## config.mk

```make
export PLATFORM = sky130hd
export DESIGN_NAME = lbs_merge
export DESIGN_NICKNAME = d
export VERILOG_FILES = /design/src/assert_macros.svh /design/src/lbs_pkg.sv /design/src/lbs_merge.sv
export SDC_FILE = /design/constraint.sdc
export NUM_CORES = 1
export LEC_CHECK = 0
export ABC_AREA = 1
export BUFFER_PORTS_ARGS = -buffer_cell sky130_fd_sc_hd__buf_2
export CAP_MARGIN = 20
export CORE_MARGIN = 2
export CORE_UTILIZATION = 25
export CTS_CLUSTER_DIAMETER = 100
export DETAILED_ROUTE_END_ITERATION = 8
export PLACE_DENSITY = 0.52
export SLEW_MARGIN = 20
export SYNTH_ARGS = -nofsm -noshare
export SYNTH_HDL_FRONTEND = slang
export SYNTH_SLANG_ARGS = --single-unit
export TNS_END_PERCENT = 1
```

## constraint.sdc

```tcl
create_clock -name clk -period 1.4 [get_ports clk]
set_input_delay 0.28 -clock clk [delete_from_list [all_inputs] [get_ports clk]]
set_output_delay 0.28 -clock clk [all_outputs]
set_load 0.03 [all_outputs]
```

## src/assert_macros.svh

```systemverilog
// Assertion helpers shared by the RTL. Each macro expects clk and rst_n in scope.
`ifndef ASSERT_MACROS_SVH
`define ASSERT_MACROS_SVH
`ifndef SYNTHESIS
// Property that must hold at every clock edge out of reset
`define ASSERT_ALWAYS(label, expr) \
    label: assert property (@(posedge clk) disable iff (!rst_n) (expr)) \
        else $error("%m: invariant violated");
// Antecedent implies consequent; the consequent may carry its own delay
`define ASSERT_IMPLIES(label, ante, cons) \
    label: assert property (@(posedge clk) disable iff (!rst_n) (ante) |-> cons) \
        else $error("%m: implication violated");
`else
`define ASSERT_ALWAYS(label, expr)
`define ASSERT_IMPLIES(label, ante, cons)
`endif
`endif

```

## src/lbs_pkg.sv

```systemverilog
package lbs_pkg;

    // fixed field widths
    localparam int LAMP_BITS_W = 18;
    localparam int ROW_FIELD_W = 4;
    localparam int LAMP_W      = 5;
    localparam int BRIGHT_W    = 5;
    localparam int LEVEL_W     = 16;
    localparam int SCALE_W     = 24;
    localparam int FACTOR_W    = 16;

    // configuration port
    localparam int PADDR_W = 4;
    localparam int PDATA_W = 32;

    // register reset values
    localparam logic [SCALE_W-1:0]  SCALE_RESET = 24'd33554;
    localparam logic [FACTOR_W-1:0] RISE_RESET  = 16'd61663;
    localparam logic [FACTOR_W-1:0] FALL_RESET  = 16'd64233;

    // brightness mapping: 0.1 in Q0.16 and slope of 31.5 / 0.9
    localparam logic [LEVEL_W-1:0]  LOW_POINT  = 16'd6554;
    localparam logic [5:0]          SLOPE      = 6'd35;
    localparam logic [BRIGHT_W-1:0] BRIGHT_MAX = 5'd31;

    typedef enum logic
    {
        MODE_SAMPLE = 1'b0,
        MODE_UPDATE = 1'b1
    } mode_t;

    typedef enum logic [1:0]
    {
        REG_TARGET_SCALE = 2'd0,
        REG_RISE_FACTOR  = 2'd1,
        REG_FALL_FACTOR  = 2'd2
    } reg_index_t;

    typedef struct packed
    {
        logic [SCALE_W-1:0]  target_scale;
        logic [FACTOR_W-1:0] rise_factor;
        logic [FACTOR_W-1:0] fall_factor;
    } cfg_t;

    // per-lane pipeline enables
    typedef struct packed
    {
        logic mul_en;
        logic mix_en;
    } lane_ctl_t;

    typedef struct packed
    {
        mode_t                  mode;
        logic [ROW_FIELD_W-1:0] row;
        logic [LAMP_BITS_W-1:0] lamp_bits;
    } item_t;

    typedef struct packed
    {
        logic [ROW_FIELD_W-1:0] out_row;
        logic [LAMP_W-1:0]      lamp;
        logic [BRIGHT_W-1:0]    brightness;
        logic                   last;
    } result_t;

endpackage

```

## src/lbs_merge.sv

```systemverilog
module lbs_merge
    import lbs_pkg::*;
#(
    parameter int LAMPS_PER_ROW = 18
)
(
    input  logic                                    clk,
    input  logic                                    rst_n,
    input  logic                                    load,
    input  logic [ROW_FIELD_W-1:0]                  load_row,
    input  logic [LAMPS_PER_ROW-1:0][BRIGHT_W-1:0]  bright,
    output logic                                    busy,
    output result_t                                 result,
    output logic                                    result_valid,
    input  logic                                    result_stall
);

    localparam int IDX_W = (LAMPS_PER_ROW > 1) ? $clog2(LAMPS_PER_ROW) : 1;

    logic [LAMPS_PER_ROW-1:0][BRIGHT_W-1:0] bright_reg;
    logic [ROW_FIELD_W-1:0]                 row_reg;
    logic [IDX_W-1:0]                       idx_reg;
    logic                                   active_reg;
    logic                                   out_valid_reg;
    result_t                                out_reg;

    logic advance;
    logic is_last;

    // next lamp moves into the output register when it is empty or drains
    assign advance = active_reg && (!out_valid_reg || !result_stall);
    assign is_last = (idx_reg == IDX_W'(LAMPS_PER_ROW - 1));

    always_ff @(posedge clk or negedge rst_n)
    begin
        if (!rst_n)
        begin
            active_reg    <= 1'b0;
            idx_reg       <= '0;
            out_valid_reg <= 1'b0;
        end
        else
        begin
            if (load)
            begin
                active_reg <= 1'b1;
                idx_reg    <= '0;
            end
            else if (advance)
            begin
                idx_reg <= idx_reg + IDX_W'(1);
                if (is_last)
                begin
                    active_reg <= 1'b0;
                end
            end

            if (advance)
            begin
                out_valid_reg <= 1'b1;
            end
            else if (!result_stall)
            begin
                out_valid_reg <= 1'b0;
            end
        end
    end

    // row snapshot and output payload
    always_ff @(posedge clk)
    begin
        if (load)
        begin
            bright_reg <= bright;
            row_reg    <= load_row;
        end
        if (advance)
        begin
            out_reg.out_row    <= row_reg;
            out_reg.lamp       <= LAMP_W'(idx_reg);
            out_reg.brightness <= bright_reg[idx_reg];
            out_reg.last       <= is_last;
        end
    end

    assign busy         = active_reg;
    assign result       = out_reg;
    assign result_valid = out_valid_reg;

endmodule

```

# After elaboration in Yosys (flattened, before gate mapping)
# Index checks and enable logic that the tools add are counted.
# word_totals
register_bits,116
elab_cells,46
out_inout_bits,17
# classes
n_reduce_logical,7
add_sub_neg,1
magnitude_cmp,1
n_mux,9
n_eq_ne,2
# op_table
op,count
5-bit binary-select mux with 5-bit select,1
5-bit 2-to-1 mux,3
"5-bit by 6-bit less-than comparator with 1-bit output, second input constant",1
"5-bit by 1-bit adder with 5-bit output, second input constant",1
"5-bit equality test, second input constant",1
1-bit 2-to-1 mux,5
2-bit nonzero test,2
1-bit logical NOT,2
"2-bit by 1-bit inequality test with 1-bit output, second input constant",1
2-bit AND reduction,1
1-bit logical AND,1
1-bit logical OR,1

# Longest topological paths before layout
# depth
ltp_word,5
depth_mapped,9
ltp_nobuf,9

# Worst setup path after synthesis
# OpenSTA, ideal clock, no wires.
# synth_timing
path_type,register to register
startpoint,register out_valid_reg (netlist: result_valid)
endpoint,register idx_reg[4]
path_stages_with_launch,8
required_time_ns,1.323
n_path_buf,0
period_less_slack_ns,1.603
setup_time_ns,0.077
arrival_ns,1.526
slack_ns,-0.203
path_cell_list,dfrtp_1 -> nand2_1 -> nand2_1 -> inv_1 -> nand3_1 -> nor2_1 -> o21ai_0 -> a21oi_1
# synth_between
elab_chain_len,4
# synth_lines
item,line,rtl
from (decl),lbs_merge.sv:24,logic out_valid_reg;
from (signal assigned),lbs_merge.sv:40,out_valid_reg <= 1'b0;
from (signal assigned),lbs_merge.sv:60,out_valid_reg <= 1'b1;
from (signal assigned),lbs_merge.sv:64,out_valid_reg <= 1'b0;
1-bit logical NOT,lbs_merge.sv:31,assign advance = active_reg && (!out_valid_reg || !result_stall);
1-bit logical OR,lbs_merge.sv:31,
1-bit logical AND,lbs_merge.sv:31,
via advance,lbs_merge.sv:27,logic advance;
2-bit nonzero test (no source line),n/a,
to (signal assigned),lbs_merge.sv:51,idx_reg <= idx_reg + IDX_W'(1);
to (decl),lbs_merge.sv:22,logic [IDX_W-1:0] idx_reg;
# The timed path passes the listed nets, and every way through them passes these cells.
# A chain may end at the register's enable or synchronous reset.

# Worst setup path in the final report
# layout_timing
startpoint,register idx_reg[0]
endpoint,"register out_reg, in the netlist result[5] (data pin)"
# layout_between
elab_chain_len,2
# layout_lines
item,line,rtl
5-bit binary-select mux with 5-bit select,lbs_merge.sv:81,out_reg.brightness <= bright_reg[idx_reg];
5-bit 2-to-1 mux (implied by the code),lbs_merge.sv:81,
to (decl),lbs_merge.sv:25,result_t out_reg;
# No other way between the ends. The select of a mux whose other input is x is not followed.

==> impl_metrics.csv <==
group,metric,value,unit
synth,synthArstFlopShare,6.034,%
clocking,clock_latency,0.41,ns
floorplanning,ios,115,
synth,ys_seq_area_share,71.66,%
clocking,cts_tree,"yes",
grt,grt_pass1_vias,3507,
clocking,root_buffer,"clkbuf_16",
route,dr.pass1.iters,4,
sta,period_share,106.8,%
sta,skew,0.008396,ns
final_layout,nets,689,
power,vdd_drop_max,0.8408,mV
setup_path,arrival,1.65,ns
floorplanning,start_util,25.64,%
clocking,clock_tree.buffer_depth,2,
final_layout,stdcell_area,6466,sq um
final_layout,fill_cells,1944,
sta,setup-tns-final,-0.4153,ns
floorplanning,die_h,142.7,um
clocking,cts_sinks,116,
sta,worstMarginPinSlew,0.3929,ns
setup_path,cp_max_fo,17,
power,finalPower,0.009252,W
route,finalWirelength,11.40,mm
power,cellPowerDensity,1431,nW/um^2
floorplanning,die_x,142.7,um
floorplanning,fp-row-count,50,
sta,maxSlewHeadroom,73.71,%
grt,grt_pass1_wl,17.86,mm
route,vias,3374,
synth,yosysUniqueCellTypes,18,
synth,synth_edf_count,109,
route,drc,0,
sta,finalCriticalPeriod,1.495,ns
floorplanning,die-area,20370,sq um
sta,worst_slack,-0.09535,ns
final_layout,n_antenna_cell,0,
floorplanning,core,18770,sq um
clocking,cts_max_level,4,
synth,synth_seq_cells,116,
grt,antenna_found_initial,0,
clocking,postCtsSetupRepairBufs,0,
synth,netlist_instances,440,
run_status,violations,"negative setup slack",
clocking,cts_inserted_buffers,17,
setup_path,critical_path_class,"reg2reg",
sta,hold_viol,0,
placement,port_buffers,114,
synth,synth_warnings,0,
synth,synth_ff_type,"edfxtp_1",
route,wl_per_cell,13.63,um
final_layout,area_delta_synth_final,34.37,%
clocking,clk_pin_slew_worst_paths,0.05,ns
power,p_leak,3.032,nW
setup_path,crit_path_start_kind,"register",
synth,syn-cell-area,4812,sq um
worst_hold_path,hold_class,"in2reg",
route,drt_iter0_markers,147,
sta,fmax,0.6687,GHz
setup_path,end_kind,"register",
final_layout,largest_reg_flops,90,
job,maxCapViolCount,0,
grt,grt_overflow,0,
sta,setup_viol,5,
route,via_per_inst,4.036,
synth,synth_fp_nets,540,
final_layout,drive_gt1_share,30.56,%
run_status,status,"finished with violations",
placement,dpl.hpwl,8.275,mm
sta,rsz0062_at_grt,"true",
grt,grt_max_degree,50,
setup_path,critPathRequiredTime,1.55,ns
route,postRouteAntennaNets,0,
synth,syn_area_per_cell,10.94,sq um
grt,grt_usage,11.74,%
placement,gp_congestion,0.7510,
sta,drv_slew,0,
placement,place_area,5852,sq um
## stage by stage
stage	hold slack [ns]	worst slack, ns	std cells	utilization [%]
floorplan	-0.01559	0.01565	440	-
global placement	0.1384	-0.09297	802	31.18
detailed placement	0.1402	-0.1179	802	31.18
CTS	0.02694	-0.1290	835	34.22
global route	0.01876	-0.2153	836	34.45
finish	0.04479	-0.09535	836	34.45
## logic make-up after synthesis
logic type	Yosys count	share of synthesized area, %
buf+inv	93	8.242
fa+ha+maj	2	0.5199
flops	116	71.66
compound gates	14	1.560
simple gates	215	18.02
## where the power goes
| part | leakage [nW] | internal (W) | total (W) | switching [W] |
|---|---|---|---|---|
| Clock | 0.280 | 0.00258 | 0.00401 | 0.00143 |
| Sequential | 1.15 | 0.00412 | 0.00422 | 0.0000975 |
| Combinational | 1.60 | 0.000416 | 0.00103 | 0.000614 |
| Total | 3.03 | 0.00711 | 0.00925 | 0.00214 |
## final timing paths
path | slack, ns | cells past startpoint | start | endpoint
worst max-delay path | -0.1 | 9 | idx_reg[0] | result[5]
worst min-delay path | 0.04 | 1 | bright[43] | bright_reg[43]
worst max register to register | -0.1 | 9 | idx_reg[0] | result[5]
worst min register to register | 0.41 | 0 | row_reg[1] | result[12]
max in group asynchronous | 0.96 | 2 | rst_n | idx_reg[0]
min in group asynchronous | 0.26 | 2 | rst_n | result_valid
## cells in the mapped netlist (2+ instances only)
cell type / n / share of area [%]
nand2_1: 167 / 13
edfxtp_1: 109 / 68
inv_1: 78 / 6.1
nand3_1: 38 / 4.0
buf_2: 8 / 0.83
dfrtp_1: 7 / 3.6
nor2_1: 7 / 0.55
buf_6: 5 / 1.2
o21ai_1: 5 / 0.52
o21ai_0: 4 / 0.42
a21oi_1: 3 / 0.31
ha_1: 2 / 0.52
inv_2: 2 / 0.16
## cell usage in the layout (no fill, tap or decap), types with 2 or more instances in the layout
master | Yosys | final
dfrtp_1 | 7 | 4
buf_2 | 8 | 113
buf_4 | 0 | 22
nand3_1 | 38 | 37
clkbuf_8 | 0 | 7
o21ai_0 | 4 | 3
buf_12 | 0 | 4
o21ai_1 | 5 | 5
nand2_1 | 167 | 163
a21oi_1 | 3 | 3
nor2_1 | 7 | 7
edfxtp_1 | 109 | 109
dfrtp_2 | 0 | 3
inv_1 | 78 | 77
clkinv_2 | 0 | 4
ha_1 | 2 | 2
clkbuf_16 | 0 | 18
clkbuf_1 | 0 | 4
nand2_2 | 0 | 4
## metal layers
metal / GRT usage [%] / vias up / routed length, um
li1: - / 1707 / -
met1: 15.29 / 1561 / 5355
met2: 18.37 / 98 / 5326
met3: 4.292 / 8 / 605
met4: 3.439 / 0 / 108
met5: 0 / - / 0
## critical path: stages (launching register included)
cell and delay, ns:
dfrtp_2 0.46, inv_4 0.12, buf_8 0.15, nand2_1 0.06
nand3_1 0.06, nand2_1 0.06, nand2_1 0.05, nand2_1 0.06
o21ai_1 0.15, nand2_1 0.06
## repair_timing
action                                 CTS  global route
endpoints found under the hold margin    7             0
gates resized for setup                  1             6
setup endpoints to repair                5             9
pin swaps                                0             5
gates cloned                             0             1
hold buffers                             1             0
## final cells by class
type                            instances  area (sq um)  area share, %
Multi-Input combinational cell        231         985.9          15.25
Timing Repair Buffer                  143         872.1          13.49
Clock buffer                           28         536.8          8.301
Tap cell                              234         292.8          4.528
Clock inverter                          4         20.02         0.3096
Sequential cell                       116          3452          53.39
Inverter                               80         306.5          4.741
(Power assumes the default switching activity.)
