[src/assert_macros.svh]
// Assertion helpers shared by the RTL. Each macro expects clk and rst_n in scope.
`ifndef ASSERT_MACROS_SVH
`define ASSERT_MACROS_SVH
`ifndef SYNTHESIS
// Property that must hold at every clock edge out of reset
`define ASSERT_ALWAYS(label, expr) \
    label: assert property (@(posedge clk) disable iff (!rst_n) (expr)) \
        else $error("%m: invariant violated");
// Antecedent implies consequent; the consequent may carry its own delay
`define ASSERT_IMPLIES(label, ante, cons) \
    label: assert property (@(posedge clk) disable iff (!rst_n) (ante) |-> cons) \
        else $error("%m: implication violated");
`else
`define ASSERT_ALWAYS(label, expr)
`define ASSERT_IMPLIES(label, ante, cons)
`endif
`endif

[src/lbs_pkg.sv]
package lbs_pkg;

    // fixed field widths
    localparam int LAMP_BITS_W = 18;
    localparam int ROW_FIELD_W = 4;
    localparam int LAMP_W      = 5;
    localparam int BRIGHT_W    = 5;
    localparam int LEVEL_W     = 16;
    localparam int SCALE_W     = 24;
    localparam int FACTOR_W    = 16;

    // configuration port
    localparam int PADDR_W = 4;
    localparam int PDATA_W = 32;

    // register reset values
    localparam logic [SCALE_W-1:0]  SCALE_RESET = 24'd33554;
    localparam logic [FACTOR_W-1:0] RISE_RESET  = 16'd61663;
    localparam logic [FACTOR_W-1:0] FALL_RESET  = 16'd64233;

    // brightness mapping: 0.1 in Q0.16 and slope of 31.5 / 0.9
    localparam logic [LEVEL_W-1:0]  LOW_POINT  = 16'd6554;
    localparam logic [5:0]          SLOPE      = 6'd35;
    localparam logic [BRIGHT_W-1:0] BRIGHT_MAX = 5'd31;

    typedef enum logic
    {
        MODE_SAMPLE = 1'b0,
        MODE_UPDATE = 1'b1
    } mode_t;

    typedef enum logic [1:0]
    {
        REG_TARGET_SCALE = 2'd0,
        REG_RISE_FACTOR  = 2'd1,
        REG_FALL_FACTOR  = 2'd2
    } reg_index_t;

    typedef struct packed
    {
        logic [SCALE_W-1:0]  target_scale;
        logic [FACTOR_W-1:0] rise_factor;
        logic [FACTOR_W-1:0] fall_factor;
    } cfg_t;

    // per-lane pipeline enables
    typedef struct packed
    {
        logic mul_en;
        logic mix_en;
    } lane_ctl_t;

    typedef struct packed
    {
        mode_t                  mode;
        logic [ROW_FIELD_W-1:0] row;
        logic [LAMP_BITS_W-1:0] lamp_bits;
    } item_t;

    typedef struct packed
    {
        logic [ROW_FIELD_W-1:0] out_row;
        logic [LAMP_W-1:0]      lamp;
        logic [BRIGHT_W-1:0]    brightness;
        logic                   last;
    } result_t;

endpackage

[src/lbs_lane.sv]
module lbs_lane
    import lbs_pkg::*;
#(
    parameter int COUNT_BITS = 14
)
(
    input  logic                  clk,
    input  lane_ctl_t             ctl,
    input  cfg_t                  cfg,
    input  logic [COUNT_BITS-1:0] count,
    input  logic [LEVEL_W-1:0]    level,
    input  logic                  lamp_on,
    output logic [COUNT_BITS-1:0] count_inc,
    output logic [LEVEL_W-1:0]    level_new,
    output logic [BRIGHT_W-1:0]   brightness
);

    localparam int PROD_W = COUNT_BITS + SCALE_W;

    logic [PROD_W-1:0]  prod_reg;
    logic [LEVEL_W-1:0] cur_reg;
    logic [LEVEL_W-1:0] level_reg;

    logic [LEVEL_W-1:0]  target;
    logic [FACTOR_W-1:0] factor;
    logic signed [16:0]  diff;
    logic signed [33:0]  scaled;
    logic signed [33:0]  mix;
    logic [LEVEL_W-1:0]  span;
    logic [21:0]         span_prod;
    logic [5:0]          level_code;

    // saturating on-counter increment for a sample
    assign count_inc = (lamp_on && (count != {COUNT_BITS{1'b1}}))
                       ? count + COUNT_BITS'(1) : count;

    // stage 1: count times reciprocal window length
    always_ff @(posedge clk)
    begin
        if (ctl.mul_en)
        begin
            prod_reg <= PROD_W'(count) * PROD_W'(cfg.target_scale);
            cur_reg  <= level;
        end
    end

    // stage 2: asymmetric smoothing, cur*f + targ*(1-f) = targ + (cur-targ)*f
    always_comb
    begin
        target = (|prod_reg[PROD_W-1:SCALE_W]) ? {LEVEL_W{1'b1}} : prod_reg[SCALE_W-1:8];
        factor = (target >= cur_reg) ? cfg.rise_factor : cfg.fall_factor;
        diff   = $signed({1'b0, cur_reg}) - $signed({1'b0, target});
        scaled = diff * $signed({1'b0, factor});
        mix    = $signed({2'b00, target, 16'h0000}) + scaled;
    end

    always_ff @(posedge clk)
    begin
        if (ctl.mix_en)
        begin
            level_reg <= mix[31:16];
        end
    end

    assign level_new = level_reg;

    // map 0.1..1.0 onto 0..31.5, truncate and clamp
    always_comb
    begin
        span       = level_reg - LOW_POINT;
        span_prod  = 22'(span) * 22'(SLOPE);
        level_code = span_prod[21:16];
        if (level_reg <= LOW_POINT)
        begin
            brightness = '0;
        end
        else if (level_code > 6'(BRIGHT_MAX))
        begin
            brightness = BRIGHT_MAX;
        end
        else
        begin
            brightness = level_code[BRIGHT_W-1:0];
        end
    end

endmodule

[config.mk]
export PLATFORM = sky130hd
export DESIGN_NAME = lbs_lane
export DESIGN_NICKNAME = d
export VERILOG_FILES = /design/src/assert_macros.svh /design/src/lbs_pkg.sv /design/src/lbs_lane.sv
export SDC_FILE = /design/constraint.sdc
export NUM_CORES = 2
export LEC_CHECK = 0
export BUFFER_PORTS_ARGS = -buffer_cell sky130_fd_sc_hd__buf_2
export CORE_MARGIN = 3
export CORE_UTILIZATION = 35
export CTS_CLUSTER_DIAMETER = 30
export CTS_CLUSTER_SIZE = 8
export DETAILED_ROUTE_END_ITERATION = 7
export PLACE_DENSITY = 0.49
export SETUP_SLACK_MARGIN = 0.5
export SYNTH_ARGS = -nofsm -noshare
export SYNTH_HDL_FRONTEND = slang
export SYNTH_SLANG_ARGS = --single-unit
[constraint.sdc]
create_clock -name clk -period 19.87 [get_ports clk]
set_input_delay 3.974 -clock clk [delete_from_list [all_inputs] [get_ports clk]]
set_output_delay 3.974 -clock clk [all_outputs]
set_load 0.1 [all_outputs]
Word-level counts from Yosys, hierarchy flattened:

Index checks and enable logic that the tools add are counted.

* flip-flop bits (word level): 70
* output and inout bits: 35
* input port bits: 90

* order comparisons: 3
* multipliers: 3
* equality and inequality tests: 1
* multiplexer cells: 5
* reductions and logical operators: 2
* add/subtract/negate cells: 4

Operators by type and width (count)
* $mul 14x24->38: 1
* $add 32x32->32: 1
* $mul 17x17->32: 1
* $mux 16: 2
* $mul 16x6->22 const B: 1
* $sub 16x16->17: 1
* $ge 16x16->1: 1
* $le 16x13->1 const B: 1
* $sub 16x13->16 const B: 1
* $add 14x1->14 const B: 1
* $mux 14: 1
* $ne 14x14->1 const B: 1
* $reduce_or 14->1: 1
* $mux 5: 2
* $gt 6x5->1 const B: 1
* $logic_and 1x1->1: 1

Depth between registers and ports, before layout:

* depth after elaboration: 6
* mapped depth: 38
* mapped depth without buffers: 35

Worst setup path after synthesis:

Ideal clock, no wire load.

* path type: reg2out
* start point: reg level_reg[1] (netlist: level_new[1])
* end point: out brightness[2]
* cell stages (with the launch flop): 21
* buffers on the path: 0
* required time: 15896 ps
* setup slack: 8479 ps
* arrival: 7417 ps
* path through: edfxtp_1 inv_1 ha_1 o21ai_0 and3_1 nor3_1 xnor2_1 ha_1 ha_1 inv_1 fa_1 inv_1 ha_1 a21o_1 a21o_1 a21o_1 a2111oi_0 o211ai_1 a41oi_1 nor2_1 a221oi_1

* cells in the longest elaborated chain, start to end: 5
* elaborated cells on any way between the ends: 6
* classes of those cells: add/sub: 1; mul: 1; order compare: 2; mux: 2

RTL lines
* from (decl): RTL line lbs_lane.sv:22 `logic [LEVEL_W-1:0] level_reg;`
* from (signal assigned): RTL line lbs_lane.sv:61 `level_reg <= mix[31:16];`
* $sub 16x13->16: RTL line lbs_lane.sv:70 `span = level_reg - LOW_POINT;`
* $mul 16x6->22: RTL line lbs_lane.sv:71 `span_prod = 22'(span) * 22'(SLOPE);`
* $gt 6x5->1: RTL line lbs_lane.sv:77 `else if (level_code > 6'(BRIGHT_MAX))`
* $mux 5: RTL line lbs_lane.sv:77
* $mux 5 *: RTL line lbs_lane.sv:73 `if (level_reg <= LOW_POINT)`
* to (decl): RTL line lbs_lane.sv:15 `output logic [BRIGHT_W-1:0] brightness`

Mark *: on every way between the ends. The rest lies on a longest branch, timed or not.

Final worst setup path:

* start point: in cfg[18] (netlist name)
* end point: reg level_reg[15] (netlist: level_new[15]) (data pin)

* cells in the longest elaborated chain, start to end: 3

RTL lines
* from (decl): RTL line lbs_lane.sv:9 `input cfg_t cfg,`
* $mux 16: RTL line lbs_lane.sv:51 `factor = (target >= cur_reg) ? cfg.rise_factor : cfg.fall_factor;`
* $mul 17x17->32: RTL line lbs_lane.sv:53 `scaled = diff * $signed({1'b0, factor});`
* $add 32x32->32: RTL line lbs_lane.sv:54 `mix = $signed({2'b00, target, 16'h0000}) + scaled;`
* named net mix[31]: RTL line lbs_lane.sv:28 `logic signed [33:0] mix;`

The timed path passes the listed nets, and every way through them passes these cells.
A chain may end at the register's enable or synchronous reset.

==> results.py <==
metrics = {
    "status": {
        "status": "completed",
    },
    "worst_setup_path": {
        "cpMostUsedCell": "fa_1",
        "cp_data_required_time_ns": 19.99,
        "path_depth": 25,
        "crit_start": "cfg[18]",
        "critPathKind": "in -> reg",
        "reg2reg_depth": 33,
        "crit_path_top_delay_cell": "fa_1",
        "critPathMaxStageDelay_ns": 0.85,
        "crit_arrival_ns": 10.78,
        "r2r_start": "prod_reg[25]",
        "setup.worst_path.start_class": "input pin",
        "critical_path.top_delay_family": "adder cells",
        "critical_path.endpoint_type": "flip-flop",
        "r2r_end": "level_new[15]",
        "path_max_fanout": 16,
        "crit_buf_inv": 6,
        "r2r_slack_ns": 9.25,
        "endpoint": "level_new[15]",
    },
    "drt": {
        "wl_um": 65500,
        "drt_iter0_markers": 753,
        "postRouteAntennaNets": 0,
        "routedWlPerCell_um": 17.0,
        "drc": 0,
        "num_vias": 18600,
        "firstDrtPassIters": 5,
        "via_per_inst": 4.82,
    },
    "hold_path": {
        "hp-class": "reg -> reg",
    },
    "sta": {
        "fmax_mhz": 93.8,
        "fin_crit_ns": 10.66,
        "finalMaxSlewViolations": 0,
        "finalSetupViolCount": 0,
        "worst_slew_pin_slew_ns": 1.10,
        "worst_slew_margin_rel_pct": 26.1,
        "final.period_utilization_pct": 53.7,
        "rsz0062_at_grt": "false",
        "hold_viol_final": 0,
        "skew_ns": 0.00836,
        "setup-tns-final_ns": 0,
    },
    "global_routing": {
        "grt_overflow": 0,
        "grt_usage_pct": 17.8,
        "grt_antenna_before_repair": 1,
        "grt_pass1_vias": 21000,
        "grt_pass1_wl_um": 110000,
        "grt_max_degree": 47,
    },
    "die": {
        "fp.dieArea_sq_um": 76800,
        "design.core.area_sq_um": 72200,
        "rows": 98,
        "chipHeight_um": 277,
        "top_level_ports": 125,
        "die-width_um": 277,
        "initial_utilization_pct": 35.6,
    },
    "cells_and_area": {
        "n_fill_cell": 7325,
        "antennaDiodeCount": 0,
        "largest_register_ffs": 30,
        "drive_gt1_share_pct": 6.90,
        "syn2layout_area_growth_pct": 7.50,
        "final_nets": 3814,
    },
    "clock_tree": {
        "clock-sinks": 62,
        "clk_latency_ns": 0.37,
        "numCtsBuffers": 9,
        "cts_tree": "built",
        "cts-resized-gates": 0,
        "cts_buffer_depth": 2,
        "holdBufCountCts": 0,
        "postCtsSetupBuffers": 0,
        "clkTransAtPathRegs_ns": 0.05,
        "htreeDepth": 3,
        "root_buffer": "clkbuf_16",
    },
    "synthesis": {
        "yosysTopAreaCellShare_pct": 43.6,
        "synth_fp_nets": 3753,
        "async_flop_share_pct": 0,
        "ys_types": 67,
        "synth-edff-count": 62,
        "seq_area_frac_synth_pct": 7.23,
        "synth.area.top_cells": "fa_1 44%, ha_1 12%, inv_1 11%",
        "yosysMostFrequentCell": "inv_1",
        "synth_cells": 2848,
        "synth_ff_type": "edfxtp_1",
        "avgSynthCellArea_sq_um": 9.04,
        "syn_area_sq_um": 25700,
        "synthTopCellsByCount": "725 x inv_1, 561 x fa_1, 291 x nand2_1",
        "synth-seq-cells": 62,
        "yosysWarnings": 0,
        "yosys.area.top_type": "fa_1",
    },
    "placement": {
        "gp_congestion": 0.865,
        "port_buffers": 124,
        "hpwlAfterDp_um": 56100,
    },
    "job": {
        "drv_cap": 0,
    },
}
layout by cell type (no fill, tap or decap), drive strengths merged, types with 23 or more instances in the layout:
cell type / n
fa: 561
nor2b: 23
o21ai: 46
a21o: 23
a21oi: 60
nand2: 291
xnor2: 77
ha: 254
and2: 143
edfxtp: 62
inv: 725
nand2b: 33
buf: 150
nor2: 234
xor2: 32
cells by family after synthesis:
group | share of synthesized area, %
adder cells (fa/ha/maj) | 56.0
buffers and inverters | 12.1
multiplexers | 0.773
AO/OA/AOI/OAI | 5.20
flip-flops | 7.23
XOR/XNOR | 3.74
AND/OR/NAND/NOR | 14.9
metal layers:
layer  wire, um  vias to the layer above  global-route usage (%)
li1           -                     8594                       -
met4       1360                        0                    4.20
met2      33500                      314                    32.2
met5          0                        -                       0
met1      28500                     9646                    22.8
met3       2160                       61                    2.04
how the worst min path moves through the flow:
| stage | cells after the start | slack [ns] | endpoint | startpoint |
|---|---|---|---|---|
| after floorplan | 5 | 0.95 | level_new[15] | prod_reg[23] |
| after global placement | 5 | 1.22 | level_new[15] | prod_reg[23] |
| after detailed placement | 5 | 1.24 | level_new[15] | prod_reg[23] |
| after CTS | 5 | 1.25 | level_new[15] | prod_reg[23] |
| after global routing | 5 | 1.32 | level_new[15] | prod_reg[23] |
| final | 5 | 1.23 | level_new[15] | prod_reg[23] |
stage by stage:
step / worst slack, ns / util, % / cells / cell area (sq um) / hold WS (ns)
2_1_floorplan: 8.48 / - / 2848 / 25700 / 0.945
3_3_place_gp: 8.92 / 37.9 / 3848 / 27400 / 1.22
3_5_place_dp: 8.84 / 37.9 / 3848 / 27400 / 1.24
4_1_cts: 9.13 / 38.3 / 3864 / 27700 / 1.25
5_1_grt: 8.63 / 38.3 / 3864 / 27700 / 1.32
6_report: 9.21 / 38.3 / 3864 / 27700 / 1.23
final cells by class:
class	count	area, sq um	area share (%)
Timing Repair Buffer	150	816	2.95
Clock inverter	6	62.6	0.226
Tap cell	950	1190	4.30
Clock buffer	10	229	0.827
Sequential cell	62	1860	6.73
Inverter	725	2720	9.83
Multi-Input combinational cell	1961	20800	75.1
worst reg2reg max path: cells and delay by family (launching register included):
kind            cells  cell delay (ns)
flops               1             0.41
simple gates        7             2.43
mux                 1             0.31
xor+xnor            1             0.13
buf+inv             5             0.49
fa+ha+maj           8             3.69
compound gates     11             2.93
Power is left out: the tool's default activity adds up to more than one toggle a clock period on the data nets, which glitch-free logic cannot reach.
